--- src/hdl/assert_macros.svh ---
// Assertion macros shared by the parking gap detector RTL.
// Each macro samples on clk_i and is disabled while rst_ni is low.
`ifndef ASSERT_MACROS_SVH
`define ASSERT_MACROS_SVH

// Concurrent assertion on the rising edge of clk_i, off during reset.
`define PGD_ASSERT(label, prop, msg) \
  label: assert property (@(posedge clk_i) disable iff (!rst_ni) (prop)) \
    else $error(msg);

// Implication form: when the trigger holds, the consequent holds in the next cycle.
`define PGD_ASSERT_NEXT(label, trig, cons, msg) \
  label: assert property (@(posedge clk_i) disable iff (!rst_ni) (trig) |=> (cons)) \
    else $error(msg);

`endif

--- src/hdl/pgd_pkg.sv ---
// Package for the parking gap detector: field widths, register codes and reset values.
// Used by pgd_cfg, pgd_update and parking_gap_detector; depends on nothing.
package pgd_pkg;

  // Default width of the sample counter.
  localparam int unsigned IndexBitsDef = 16;

  // Field widths.
  localparam int unsigned DistW   = 8;
  localparam int unsigned CfgW    = 8;
  localparam int unsigned RunW    = 16;
  localparam int unsigned EndXW   = 9;
  localparam int unsigned PosYW   = 16;
  localparam int unsigned CenterW = 7;
  localparam int unsigned LimitW  = 10;

  // Register indexes on the configuration port.
  typedef enum logic [1:0] {
    REG_VEHICLE_W        = 2'd0,
    REG_CLEARANCE        = 2'd1,
    REG_LENGTH_THRESHOLD = 2'd2,
    REG_END_POINT_LAG    = 2'd3
  } pgd_reg_e;

  // Reset values of the configuration registers.
  localparam logic [CfgW-1:0] CarWidthRst        = 8'd180;
  localparam logic [CfgW-1:0] SafetyMarginRst    = 8'd20;
  localparam logic [CfgW-1:0] LengthThresholdRst = 8'd50;
  localparam logic [CfgW-1:0] EndPointLagRst     = 8'd10;

  // Configuration bundle handed from the register file to the update logic.
  typedef struct packed {
    logic [CfgW-1:0] vehicle_w;
    logic [CfgW-1:0] clearance;
    logic [CfgW-1:0] length_threshold;
    logic [CfgW-1:0] end_point_lag;
  } pgd_cfg_t;

  // One result item as held after the update.
  typedef struct packed {
    logic               space_found;
    logic [EndXW-1:0]   end_x;
    logic [PosYW-1:0]   end_y;
    logic [PosYW-1:0]   start_y;
    logic [CenterW-1:0] center_x;
    logic [CenterW-1:0] center_y;
  } pgd_result_t;

endpackage

--- src/hdl/pgd_cfg.sv ---
// Configuration register file of the parking gap detector.
// Depends on pgd_pkg for the register codes, reset values and the config bundle.
module pgd_cfg
  import pgd_pkg::*;
(
  input  logic            clk_i,
  input  logic            rst_ni,
  input  logic            cfg_we_i,
  input  logic [1:0]      cfg_idx_i,
  input  logic [CfgW-1:0] cfg_wdata_i,
  output pgd_cfg_t        cfg_o
);

  pgd_cfg_t cfg_q;
  pgd_reg_e reg_sel;

  assign reg_sel = pgd_reg_e'(cfg_idx_i);

  // Write one register per enabled cycle; the index decodes fully.
  always_ff @(posedge clk_i or negedge rst_ni) begin
    if (!rst_ni) begin
      cfg_q.vehicle_w        <= CarWidthRst;
      cfg_q.clearance        <= SafetyMarginRst;
      cfg_q.length_threshold <= LengthThresholdRst;
      cfg_q.end_point_lag    <= EndPointLagRst;
    end else if (cfg_we_i) begin
      unique case (reg_sel)
        REG_VEHICLE_W:        cfg_q.vehicle_w        <= cfg_wdata_i;
        REG_CLEARANCE:        cfg_q.clearance        <= cfg_wdata_i;
        REG_LENGTH_THRESHOLD: cfg_q.length_threshold <= cfg_wdata_i;
        REG_END_POINT_LAG:    cfg_q.end_point_lag    <= cfg_wdata_i;
        default:              cfg_q                  <= cfg_q;
      endcase
    end
  end

  assign cfg_o = cfg_q;

endmodule

--- src/hdl/pgd_update.sv ---
// Per-sample update of the gap tracking state and the held result fields.
// Depends on pgd_pkg and assert_macros.svh.
`include "assert_macros.svh"
module pgd_update
  import pgd_pkg::*;
#(
  parameter int unsigned IndexBits = IndexBitsDef
) (
  input  logic             clk_i,
  input  logic             rst_ni,
  input  logic             step_i,
  input  logic [DistW-1:0] distance_i,
  input  pgd_cfg_t         cfg_i,
  output pgd_result_t      result_o
);

  localparam logic [IndexBits-1:0] IndexMax = '1;

  logic [DistW-1:0]     nbr_q, nbr_d;
  logic [RunW-1:0]      run_q, run_d;
  logic [IndexBits-1:0] idx_q, idx_d;
  pgd_result_t          res_q, res_d;

  logic [LimitW-1:0]          limit;
  logic                       deep;
  logic [RunW-1:0]            run_inc;
  logic [LimitW-1:0]          end_x_sum;
  logic [IndexBits+PosYW-1:0] idx_ext;
  logic [PosYW-1:0]           idx_low;
  logic [DistW-1:0]           gap_diff;
  logic                       found;

  // Depth test against car width, margin and the neighbour at full width.
  assign limit = LimitW'(cfg_i.vehicle_w) + LimitW'(cfg_i.clearance)
               + LimitW'(nbr_q);
  assign deep  = LimitW'(distance_i) > limit;

  // Saturating counters.
  assign idx_d   = (idx_q == IndexMax) ? idx_q : idx_q + 1'b1;
  assign run_inc = (run_q == '1) ? run_q : run_q + 1'b1;

  // The index is zero-extended before taking the low bits, so narrow counters work.
  assign idx_ext = {{PosYW{1'b0}}, idx_d};
  assign idx_low = idx_ext[PosYW-1:0];

  // End point x: half car width plus the neighbour minus half of it plus the sample.
  assign end_x_sum = LimitW'(cfg_i.vehicle_w[CfgW-1:1]) + LimitW'(nbr_q)
                   + LimitW'(distance_i) - LimitW'(nbr_q[DistW-1:1]);

  // Run, neighbour and end point.
  always_comb begin
    res_d = res_q;
    nbr_d = nbr_q;
    if (deep) begin
      run_d = run_inc;
      if (run_inc > RunW'(cfg_i.end_point_lag)) begin
        res_d.end_x = end_x_sum[EndXW-1:0];
        res_d.end_y = idx_low;
      end
    end else begin
      nbr_d       = distance_i;
      run_d       = '0;
      res_d.end_x = '0;
      res_d.end_y = '0;
    end

    // Start point and gap centre once the run is long enough.
    found             = run_d > RunW'(cfg_i.length_threshold);
    res_d.space_found = found;
    gap_diff          = distance_i - nbr_d;
    if (found) begin
      res_d.start_y  = idx_low;
      res_d.center_x = gap_diff[DistW-1:1];
      res_d.center_y = run_d[CenterW:1];
    end
  end

  always_ff @(posedge clk_i or negedge rst_ni) begin
    if (!rst_ni) begin
      nbr_q <= '0;
      run_q <= '0;
      idx_q <= '0;
      res_q <= '0;
    end else if (step_i) begin
      nbr_q <= nbr_d;
      run_q <= run_d;
      idx_q <= idx_d;
      res_q <= res_d;
    end
  end

  assign result_o = res_q;

  // An empty run never carries an end point.
  `PGD_ASSERT(a_run_zero_no_end, (run_q == '0) |-> (res_q.end_x == '0 && res_q.end_y == '0),
              "end point held without a run")
  // A shallow sample becomes the neighbour and clears the run.
  `PGD_ASSERT_NEXT(a_shallow_clears, step_i && !deep,
                   run_q == '0 && nbr_q == $past(distance_i),
                   "shallow sample did not reset the run")
  // The sample counter never wraps.
  `PGD_ASSERT_NEXT(a_index_no_wrap, step_i, idx_q >= $past(idx_q),
                   "sample index wrapped")

endmodule

--- src/hdl/parking_gap_detector.sv ---
// A sample passes through the input register, then the result register, before its result is valid.
// One sample per cycle unless stalled; the state update is a single add-and-compare pass.
// While a result is stalled, one sample waits in the input register and further input is held.
// Reset (rst_ni low, asynchronous) clears the tracking state and held fields to zero
// and loads the configuration defaults: width 180, margin 20, threshold 50, lag 10.
module parking_gap_detector
  import pgd_pkg::*;
#(
  parameter int unsigned IndexBits = IndexBitsDef
) (
  input  logic               clk_i,
  input  logic               rst_ni,
  input  logic               cfg_we_i,
  input  logic [1:0]         cfg_idx_i,
  input  logic [CfgW-1:0]    cfg_wdata_i,
  input  logic               in_valid_i,
  output logic               in_ready_o,
  input  logic [DistW-1:0]   distance_i,
  output logic               out_valid_o,
  input  logic               out_ready_i,
  output logic               space_found_o,
  output logic [EndXW-1:0]   end_x_o,
  output logic [PosYW-1:0]   end_y_o,
  output logic [PosYW-1:0]   start_y_o,
  output logic [CenterW-1:0] center_x_o,
  output logic [CenterW-1:0] center_y_o
);

  pgd_cfg_t         cfg;
  pgd_result_t      result;
  logic             in_vld_q;
  logic [DistW-1:0] dist_q;
  logic             out_vld_q;
  logic             advance;

  // An item moves from the input register into the result when the output slot is free.
  assign advance    = in_vld_q && (!out_vld_q || out_ready_i);
  assign in_ready_o = !in_vld_q || advance;

  // Input register.
  always_ff @(posedge clk_i or negedge rst_ni) begin
    if (!rst_ni) begin
      in_vld_q <= 1'b0;
    end else if (in_ready_o) begin
      in_vld_q <= in_valid_i;
    end
  end

  always_ff @(posedge clk_i) begin
    if (in_ready_o && in_valid_i) begin
      dist_q <= distance_i;
    end
  end

  // Result valid flag; the payload lives in the update block's registers.
  always_ff @(posedge clk_i or negedge rst_ni) begin
    if (!rst_ni) begin
      out_vld_q <= 1'b0;
    end else if (advance) begin
      out_vld_q <= 1'b1;
    end else if (out_ready_i) begin
      out_vld_q <= 1'b0;
    end
  end

  pgd_cfg u_cfg (
    .clk_i       (clk_i),
    .rst_ni      (rst_ni),
    .cfg_we_i    (cfg_we_i),
    .cfg_idx_i   (cfg_idx_i),
    .cfg_wdata_i (cfg_wdata_i),
    .cfg_o       (cfg)
  );

  pgd_update #(
    .IndexBits (IndexBits)
  ) u_update (
    .clk_i      (clk_i),
    .rst_ni     (rst_ni),
    .step_i     (advance),
    .distance_i (dist_q),
    .cfg_i      (cfg),
    .result_o   (result)
  );

  assign out_valid_o   = out_vld_q;
  assign space_found_o = result.space_found;
  assign end_x_o       = result.end_x;
  assign end_y_o       = result.end_y;
  assign start_y_o     = result.start_y;
  assign center_x_o    = result.center_x;
  assign center_y_o    = result.center_y;

endmodule
--- config.mk ---
export PLATFORM = sky130hd
export DESIGN_NAME = parking_gap_detector
export DESIGN_NICKNAME = d
export VERILOG_FILES = /design/src/hdl/pgd_pkg.sv /design/src/hdl/pgd_cfg.sv /design/src/hdl/pgd_update.sv /design/src/hdl/parking_gap_detector.sv
export VERILOG_INCLUDE_DIRS = /design/src /design/src/hdl
export SDC_FILE = /design/constraint.sdc
export NUM_CORES = 1
export LEC_CHECK = 0
export BUFFER_PORTS_ARGS = -buffer_cell sky130_fd_sc_hd__buf_4
export CAP_MARGIN = 5
export CORE_AREA = 2 2 161 163
export CTS_CLUSTER_DIAMETER = 60
export DETAILED_ROUTE_END_ITERATION = 10
export DIE_AREA = 0 0 163 165
export GPL_ROUTABILITY_DRIVEN = 0
export GPL_TIMING_DRIVEN = 0
export SLEW_MARGIN = 20
export SYNTH_ARGS = -nofsm -noshare
export SYNTH_HDL_FRONTEND = slang
export SYNTH_SLANG_ARGS = --single-unit
--- constraint.sdc ---
create_clock -name clk_i -period 5.4 [get_ports clk_i]
set_input_delay 0.54 -clock clk_i [delete_from_list [all_inputs] [get_ports clk_i]]
set_output_delay 0.54 -clock clk_i [all_outputs]
set_load 0.005 [all_outputs]
==> flow_summary.toml, run 1 <==
[sta]
fin_crit_ns = 5.77
fin_ws_ns = -0.375
relSlewSlack = 0.424
timing.fmax_mhz = 173
worstMarginPinSlew_ns = 0.862
finalCritPeriodShare = 1.07
timing.hold.ws_ns = 0.0288
grt_setup_unrepaired = "true"
setup_viol = 31
setup-tns-final_ns = -8.89
hold_viol = 0
fin_skew_ns = 0.0109
slew_viol_final = 0

[clock_tree]
htreeDepth = 4
clock_sinks = 138
numCtsBuffers = 17
ctsLongestPathBuffers = 2
cts_tree = "yes"
clk_latency_ns = 0.43
cts-root-buf = "clkbuf_16"
path_clk_slew_ns = 0.07
hold_buffers = 0

[power]
p_leak_uw = 0.00504
power.density_nw_per_um2 = 579
vdd.ir_drop.worst_mv = 0.354

[synthesis]
syn-cell-area_sq_um = 8390
synth_flop_cell = "dfrtp_1"
ys_types = 64
synthMuxAreaShare = 0.0506
netlist.area_leader.share = 0.355
synth-compound-area-share = 0.140
synth-xor-area-share = 0.0512
yosysWarnings = 0
synth_area_leaders = "dfrtp_1, ha_1, o21ai_0"
synthTopCellsByCount = "dfrtp_1, nand2_1, o21ai_0, inv_1, ha_1"
synthCells = 864
syn_nets = 962
synthAdderAreaFrac = 0.127
synth_edf_count = 8
ys_ff_latch = 138
synth_top_family_by_area = "simple AND/OR/NAND/NOR gates"
avgSynthCellArea_sq_um = 9.71
synthSimpleGateAreaFrac = 0.156
yosys.area.top_type = "dfrtp_1"
async_reset_ff_frac = 0.942
synth-seq-area-share = 0.418

[global_routing]
grt_use_total = 0.161
antenna_found_initial = 0
grt_pass1_wl_microns = 33700
grt_max_degree = 74
grt_remaining_overflow = 0
grt_pass1_vias = 6437

[critical_path]
setup.worst_path.start = "u_cfg.cfg_o[16]$_DFFE_PN0P_"
critPathRequiredTime_ns = 5.77
r2r_start = "u_cfg.cfg_o[16]$_DFFE_PN0P_"
path_class = "register to register"
endpoint_kind = "register"
slowest_delay_ns = 0.40
slowest_stage = "dfrtp_1"
critPathLaunchType = "register"
cp_max_fo = 5
cp_data_arrival_time_ns = 6.14

[floorplanning]
start_util = 0.335
die_h_microns = 165
dieArea_sq_um = 26900
core_sq_um = 25000
fp.dieW_microns = 163
rows = 58
ioPinCount = 81

[layout]
final_area_sq_um = 10600
fill_cells = 2421
utilization = 0.425
drive_gt1_frac = 0.264
n_antenna_cell = 0
syn2layout_area_growth_pct = 26.8
nNetsFinal = 1085

[routing]
routedWlPerCell_microns = 15.8
first_iter_violations = 389
via_per_inst = 4.96
drt-total-wl_microns = 21000
ant_nets = 0
vias = 6598
drt-pass1-iter-count = 5
drc = 0

[status]
status = "complete, but fails checks"
violations = "negative setup slack"

[placed_design]
place_hpwl_microns = 15300
place_area_sq_um = 9470
portBuffers = 80

[worst_hold_path]
hold_class = "input pin to async pin"

[run]
drv_cap = 0
[worst max-delay path, delay by kind of cell (launching register included)]
family	cells	cell delay, ns
buffers and inverters	6	0.65
xor gates and xnor gates	2	0.30
DFF	1	0.40
adders and majority gates	5	1.36
and+or+nand+nor	12	1.36
AOI/OAI and AO/OA	9	1.64
[per-stage QoR]
step / power (uW) / cells / worst slack (ns)
after floorplan: 3690 / 864 / 0.00420
after global placement: 4360 / 1274 / -0.822
after detailed placement: 4400 / 1275 / -0.862
after CTS: 5920 / 1323 / -0.453
after global routing: 6670 / 1330 / -0.691
final: 6160 / 1330 / -0.375
[path summary, 6_finish.rpt]
kind | to | slack [ns] | cells past startpoint
hold / removal | u_cfg.cfg_o[23]$_DFFE_PN0P_ | 0.03 | 1
setup reg to reg | u_update.result_o[11]$_DFFE_PN0P_ | -0.37 | 34
max in group asynchronous | u_cfg.cfg_o[1]$_DFFE_PN1P_ | 4.64 | 2
setup / recovery | u_update.result_o[11]$_DFFE_PN0P_ | -0.37 | 34
min in group clk_i | dist_q[1]$_DFFE_PP_ | 0.28 | 1
hold reg to reg | u_update.result_o[27]$_DFFE_PN0P_ | 0.48 | 2
[cell type report]
| type | instances | area (sq um) | area share |
|---|---|---|---|
| multi-input combinational | 618 | 4660 | 0.438 |
| sequential | 138 | 3510 | 0.330 |
| timing repair buffer | 104 | 902 | 0.0848 |
| clock buffer | 17 | 425 | 0.0400 |
| tap | 330 | 413 | 0.0388 |
| inverter | 79 | 297 | 0.0279 |
| buffer | 29 | 240 | 0.0226 |
| clock inverter | 15 | 191 | 0.0180 |
[cell families (layout without fill, tap and decap cells)]
logic type	Yosys count	count (layout)
AO/OA/AOI/OAI	188	189
XOR/XNOR	49	49
adder cells (fa/ha/maj)	75	75
buffers and inverters	109	244
flip-flops	138	138
multiplexers	39	39
AND/OR/NAND/NOR	266	266
[per-layer routing]
metal	vias to the layer above	routed length (microns)	global-route usage
met5	-	0	0
met4	0	544	0.0615
met3	38	850	0.0284
met2	151	10200	0.269
met1	3170	9350	0.209
li1	3239	-	-
[repair_timing]
item,in CTS,in global routing
pin swaps,23,26
gates resized for setup,68,25
setup buffers,14,7
endpoints found under the setup margin,31,31
cloned,2,2
[cells in the final DEF, fill, tap and decap left out, types with 6 or more instances in the layout]
cell type	instances
dfrtp_1	119
edfxtp_1	8
dfstp_2	11
a21o_1	19
nand4_1	8
clkbuf_1	8
nand2b_1	7
nand3_1	16
nand2_1	112
buf_8	6
nor3_1	17
buf_6	7
xor2_1	20
o21ai_2	14
a21oi_1	20
ha_1	53
or3_1	6
o21ai_0	70
buf_4	95
xnor2_1	28
o21a_1	6
a31oi_1	6
inv_1	77
nand2_2	6
mux2i_1	11
clkbuf_16	18
mux2_2	27
o21ai_1	19
fa_1	16
nor2_1	39
nor2b_1	6
[state kept, by name, summed over array words and instances (netlist names)]
name	cells
u_cfg.cfg_o	32
u_update.nbr_q	8
u_update.run_q	16
dist_q	8
u_update.idx_q	16
in_vld_q	1
out_valid_o	1
u_update.result_o	56
[power breakdown]
group	switching (uW)	internal, uW
Clock	522	707
Sequential	162	1200
Combinational	1860	1710
Total	2550	3620
Power figures use the tool's default switching activity.
==> run 2: changes to the inputs <==
--- a/config.mk
+++ b/config.mk
@@ -8,10 +8,10 @@
 export LEC_CHECK = 0
 export BUFFER_PORTS_ARGS = -buffer_cell sky130_fd_sc_hd__buf_4
 export CAP_MARGIN = 5
-export CORE_AREA = 2 2 161 163
+export CORE_AREA = 2 2 115 228
 export CTS_CLUSTER_DIAMETER = 60
 export DETAILED_ROUTE_END_ITERATION = 10
-export DIE_AREA = 0 0 163 165
+export DIE_AREA = 0 0 117 230
 export GPL_ROUTABILITY_DRIVEN = 0
 export GPL_TIMING_DRIVEN = 0
 export SLEW_MARGIN = 20
==> run 2 against run 1 <==
Net effect: the flow still finishes with violations (negative setup slack); global-route usage is 1.6 points higher; clock skew is 0.0016 ns lower; hold slack better by 0.24 ns; sequential share of layout area hardly changed; highest routed layer unchanged.
==> flow_summary.toml, run 2 (synthesis results as in run 1) <==
[layout]
most-common-layout-cells = "dfrtp_1, nand2_1, buf_4"
final_area_sq_um = 10600
n_antenna_cell = 0
largest_reg_flops = 56
drive_gt1_frac = 0.270
mostFrequentLayoutCell = "dfrtp_1"
utilization = 0.423
syn2layout_area_growth_pct = 26.9
fill_cells = 2420
nNetsFinal = 1088

[routing]
ant_nets = 0
drc = 0
first_iter_violations = 340
vias = 6652
routedWlPerCell_microns = 16.8
drt-pass1-iter-count = 5
drt-total-wl_microns = 22400
via_per_inst = 4.97

[global_routing]
grt_pass1_wl_microns = 36200
antenna_found_initial = 0
grt_pass1_vias = 6951
grt_remaining_overflow = 0
grt_use_total = 0.178
grt_max_degree = 93

[critical_path]
critPathLaunchType = "register"
r2r_start = "u_cfg.cfg_o[24]$_DFFE_PN0P_"
r2r.worst_path.cells = 30
r2r_setup_slack_ns = -0.32
r2r_end = "u_update.result_o[13]$_DFFE_PN0P_"
slowest_delay_ns = 0.40
path_class = "register to register"
critPathRequiredTime_ns = 5.78
cp_max_fo = 6
cp_data_arrival_time_ns = 6.11
endpoint_kind = "register"
slowest_stage = "dfrtp_1"

[power]
power.total_uw = 6180
p_leak_uw = 0.00504
power.density_nw_per_um2 = 581
vdd.ir_drop.worst_mv = 0.296

[floorplanning]
start_util = 0.334
dieArea_sq_um = 26900
fp.dieW_microns = 117
ioPinCount = 81
core_sq_um = 25100
die_h_microns = 230
rows = 82

[sta]
relSlewSlack = 0.441
setup_viol = 31
slew_viol_final = 0
worstMarginPinSlew_ns = 0.837
hold_viol = 0
fin_skew_ns = 0.00930
fin_ws_ns = -0.324
finalCritPeriodShare = 1.06
grt_setup_unrepaired = "true"
timing.fmax_mhz = 175
fin_crit_ns = 5.72

[run]
drv_cap = 0

[worst_hold_path]
hp-start = "distance_i[5]"
hold_class = "input pin to register"
holdPathStages = 1
hold_end = "dist_q[5]$_DFFE_PP_"

[clock_tree]
clock_sinks = 138
cts_tree = "yes"
htreeDepth = 4
cts-root-buf = "clkbuf_16"
numCtsBuffers = 17
path_clk_slew_ns = 0.06
clk_latency_ns = 0.44
ctsLongestPathBuffers = 2

[placed_design]
place_area_sq_um = 9480
portBuffers = 80
place_hpwl_microns = 17000

[status]
violations = "negative setup slack"
status = "complete, but fails checks"
-- run 2: cell count changes in the layout (fill, tap and decap cells not counted), moves of 2 or more --
cell,before,now
buf_12,4,2
nand2_1,112,109
inv_6,5,3
buf_4,95,102
ha_1,53,51
clkbuf_1,8,10
inv_8,5,1
o21ai_2,14,16
clkinv_4,0,2
o21ai_1,19,14
o21ai_0,70,73
nand2_2,6,9
clkbuf_8,0,3
-- run 2: critical path, delay by kind of cell, from the launching register on --
kind            cells  cell delay [ns]
xor+xnor            2             0.33
simple gates       10             1.84
fa+ha+maj           5             1.28
compound gates      8             1.18
flops               1             0.40
buf+inv             5             0.62
-- run 2: timing repair --
item / 4_1_cts / 5_1_grt
endpoints found under the setup margin: 31 / 31
pin swaps: 34 / 18
resized for setup: 73 / 18
gates cloned: 2 / 0
endpoints found under the hold margin: 35 / 0
hold buffers: 1 / 0
buffers inserted: 19 / 6
-- run 2: worst max-delay path by stage --
stage | cells past startpoint | to | start
global placement | 32 | u_update.result_o[9]$_DFFE_PN0P_ | u_cfg.cfg_o[16]$_DFFE_PN0P_
CTS | 32 | u_update.result_o[5]$_DFFE_PN0P_ | u_cfg.cfg_o[16]$_DFFE_PN0P_
global route | 31 | u_update.result_o[13]$_DFFE_PN0P_ | u_cfg.cfg_o[24]$_DFFE_PN0P_
detailed placement | 32 | u_update.result_o[9]$_DFFE_PN0P_ | u_cfg.cfg_o[16]$_DFFE_PN0P_
finish | 30 | u_update.result_o[13]$_DFFE_PN0P_ | u_cfg.cfg_o[24]$_DFFE_PN0P_
floorplan | 32 | u_update.result_o[9]$_DFFE_PN0P_ | u_cfg.cfg_o[16]$_DFFE_PN0P_
-- run 2: layer usage --
metal | up-vias | GRT usage | routed length [microns]
met5 | - | 0 | 0
met4 | 0 | 0.106 | 1260
met3 | 57 | 0.0337 | 575
met2 | 144 | 0.329 | 12800
met1 | 3228 | 0.177 | 7790
li1 | 3223 | - | -
-- run 2: through the flow --
stage          hold slack, ns  setup WS (ns)  setup TNS [ns]  std cells
2_1_floorplan           0.244        0.00420               0        864
3_3_place_gp            0.464         -0.924          -26.11       1280
3_5_place_dp            0.443         -0.988          -28.05       1281
4_1_cts                 0.256         -0.477          -12.91       1334
5_1_grt                 0.256         -0.637          -16.71       1339
6_report                0.274         -0.324           -6.26       1339
-- run 2: layout make-up --
type                       instances  area [sq um]  share of cell area
buffer                            29           221              0.0208
clock buffer                      21           460              0.0433
clock inverter                    11           160              0.0151
inverter                          79           297              0.0279
multi-input combinational        617          4680               0.440
sequential                       138          3510               0.330
tap                              336           420              0.0395
timing repair buffer             108           890              0.0836
-- run 2: report_power, final --
group	internal (uW)	total, uW	switching (uW)
Combinational	1690	3570	1880
Sequential	1200	1370	168
Clock	759	1230	476
==> run 3: changes to the inputs <==
--- a/config.mk
+++ b/config.mk
@@ -8,12 +8,15 @@
 export LEC_CHECK = 0
 export BUFFER_PORTS_ARGS = -buffer_cell sky130_fd_sc_hd__buf_4
 export CAP_MARGIN = 5
+export CELL_PAD_IN_SITES_DETAIL_PLACEMENT = 0
+export CELL_PAD_IN_SITES_GLOBAL_PLACEMENT = 2
 export CORE_AREA = 2 2 115 228
 export CTS_CLUSTER_DIAMETER = 60
 export DETAILED_ROUTE_END_ITERATION = 10
 export DIE_AREA = 0 0 117 230
 export GPL_ROUTABILITY_DRIVEN = 0
 export GPL_TIMING_DRIVEN = 0
+export PLACE_DENSITY_LB_ADDON = 0.1
 export SLEW_MARGIN = 20
 export SYNTH_ARGS = -nofsm -noshare
 export SYNTH_HDL_FRONTEND = slang
==> run 3 against run 2 <==
Net effect: the flow still finishes with violations (negative setup slack); combinational power is 3% higher; largest power group unchanged; sequential cell count stayed put; non-clock buffer count stayed put; register-to-register slack hardly changed; setup slack worse by 0.0027 ns; power is 2.1% higher.
==> flow_summary.toml, run 3 (synthesis results as in run 1) <==
[floorplanning]
fp.dieW_microns = 117
ioPinCount = 81
rows = 82
die_h_microns = 230
core_sq_um = 25100
start_util = 0.334
dieArea_sq_um = 26900

[clock_tree]
cts-root-buf = "clkbuf_16"
htreeDepth = 4
numCtsBuffers = 17
clk_latency_ns = 0.45
ctsLongestPathBuffers = 2
path_clk_slew_ns = 0.06
cts_tree = "yes"
clock_sinks = 138

[layout]
syn2layout_area_growth_pct = 28.1
nNetsFinal = 1088
drive_gt1_frac = 0.272
mostFrequentLayoutCell = "dfrtp_1"
largest_reg_flops = 56
fill_cells = 2558
most-common-layout-cells = "dfrtp_1, nand2_1, buf_4"
fin_cells = 1339
n_antenna_cell = 0

[global_routing]
grt_max_degree = 83
met2_usage = 0.373
grt-busiest-layer = "met2"
grt_pass1_vias = 6802
grt_use_total = 0.195
antenna_found_initial = 0
grt_remaining_overflow = 0
grt_use_met1 = 0.196
met3_usage = 0.0356
grt_pass1_wl_microns = 38600

[run]
drv_cap = 0

[critical_path]
cp_max_fo = 7
slowest_stage = "fa_2"
path_class = "register to register"
r2r_setup_slack_ns = -0.33
slowest_delay_ns = 0.37
critPathLaunchType = "register"
cp_data_arrival_time_ns = 6.11
endpoint_kind = "register"
critPathRequiredTime_ns = 5.78

[routing]
drc = 0
drt-pass1-iter-count = 5
routedWlPerCell_microns = 18.4
via_per_inst = 4.90
ant_nets = 0
first_iter_violations = 204
vias = 6565
drt-total-wl_microns = 24600

[placed_design]
place_hpwl_microns = 18900
placed_cells = 1281
portBuffers = 80

[sta]
slew_viol_final = 0
finalCritPeriodShare = 1.06
setup_viol = 31
fin_crit_ns = 5.73
fin_skew_ns = 0.0104
grt_setup_unrepaired = "true"
relSlewSlack = 0.391
timing.hold.ws_ns = 0.268
timing.fmax_mhz = 175
fin_ws_ns = -0.327
hold_viol = 0
worstMarginPinSlew_ns = 0.912

[power]
power.density_nw_per_um2 = 587
vdd.ir_drop.worst_mv = 0.429
p_leak_uw = 0.00506

[status]
status = "complete, but fails checks"
violations = "negative setup slack"

[worst_hold_path]
hold_class = "input pin to register"
==> run 3: cell types whose count changed in the layout (fill, tap and decap cells not counted), moves of 2 or more <==
cell,change
clkbuf_1,-2
clkinv_4,+2
o21ai_0,-4
nand3_2,-2
nand2_2,-6
buf_4,-3
o21ai_2,-3
nand2_1,+2
nand2_4,+4
o21ai_1,+7
inv_6,+2
clkbuf_16,+3
==> run 3: stage by stage <==
stage                     setup WS, ns  TNS (ns)   util  area, sq um  total power, uW
after CTS                       -0.612    -17.83  0.421        10600             6270
after floorplan                0.00420         0      -         8420             3690
after global placement           -1.15    -32.95  0.376         9440             4540
after global routing            -0.574    -16.69  0.427        10700             6850
after detailed placement         -1.17    -33.13  0.377         9480             4550
final                           -0.327     -7.61  0.427        10700             6310
==> run 3: per-layer routing <==
layer	vias up	part of all wire
met1	3181	0.35
met2	121	0.58
met3	35	0.023
met5	-	0
li1	3228	-
met4	0	0.039
==> run 3: final timing paths <==
path | cells after the start | start | endpoint
setup / recovery | 31 | u_cfg.cfg_o[24]$_DFFE_PN0P_ | u_update.result_o[13]$_DFFE_PN0P_
hold / removal | 1 | distance_i[6] | dist_q[6]$_DFFE_PP_
setup reg to reg | 31 | u_cfg.cfg_o[24]$_DFFE_PN0P_ | u_update.result_o[13]$_DFFE_PN0P_
hold reg to reg | 2 | u_update.result_o[44]$_DFFE_PN0P_ | u_update.result_o[44]$_DFFE_PN0P_
max in group asynchronous | 3 | rst_ni | u_update.nbr_q[1]$_DFFE_PN0P_
min in group asynchronous | 2 | rst_ni | u_update.run_q[11]$_DFFE_PN0P_
==> run 3: power breakdown <==
group	internal, uW	switching, uW
Sequential	1200	174
Clock	748	500
Combinational	1750	1940
Total	3700	2610
==> run 3: final cells by class <==
type | instances | area, sq um | area share
buffer | 29 | 248 | 0.0231
tap | 336 | 420 | 0.0391
clock inverter | 14 | 184 | 0.0171
clock buffer | 18 | 439 | 0.0409
timing repair buffer | 108 | 921 | 0.0857
sequential | 138 | 3510 | 0.326
multi-input combinational | 617 | 4730 | 0.440
inverter | 79 | 297 | 0.0276
==> run 3: repair_timing <==
action,4_1_cts,5_1_grt
gates resized for setup,86,24
hold buffers,1,0
pin swaps,35,23
cloned,2,2
hold endpoints to repair,17,0
setup buffers,16,6
endpoints found under the setup margin,31,31
==> run 3: critical path, delay by kind of cell, from the launching register on <==
| kind | cells | cell delay (ns) |
|---|---|---|
| XOR/XNOR | 2 | 0.35 |
| AO/OA/AOI/OAI | 6 | 0.96 |
| multiplexers | 1 | 0.23 |
| buffers and inverters | 4 | 0.41 |
| flip-flops | 1 | 0.35 |
| adder cells (fa/ha/maj) | 5 | 1.39 |
| AND/OR/NAND/NOR | 13 | 1.97 |
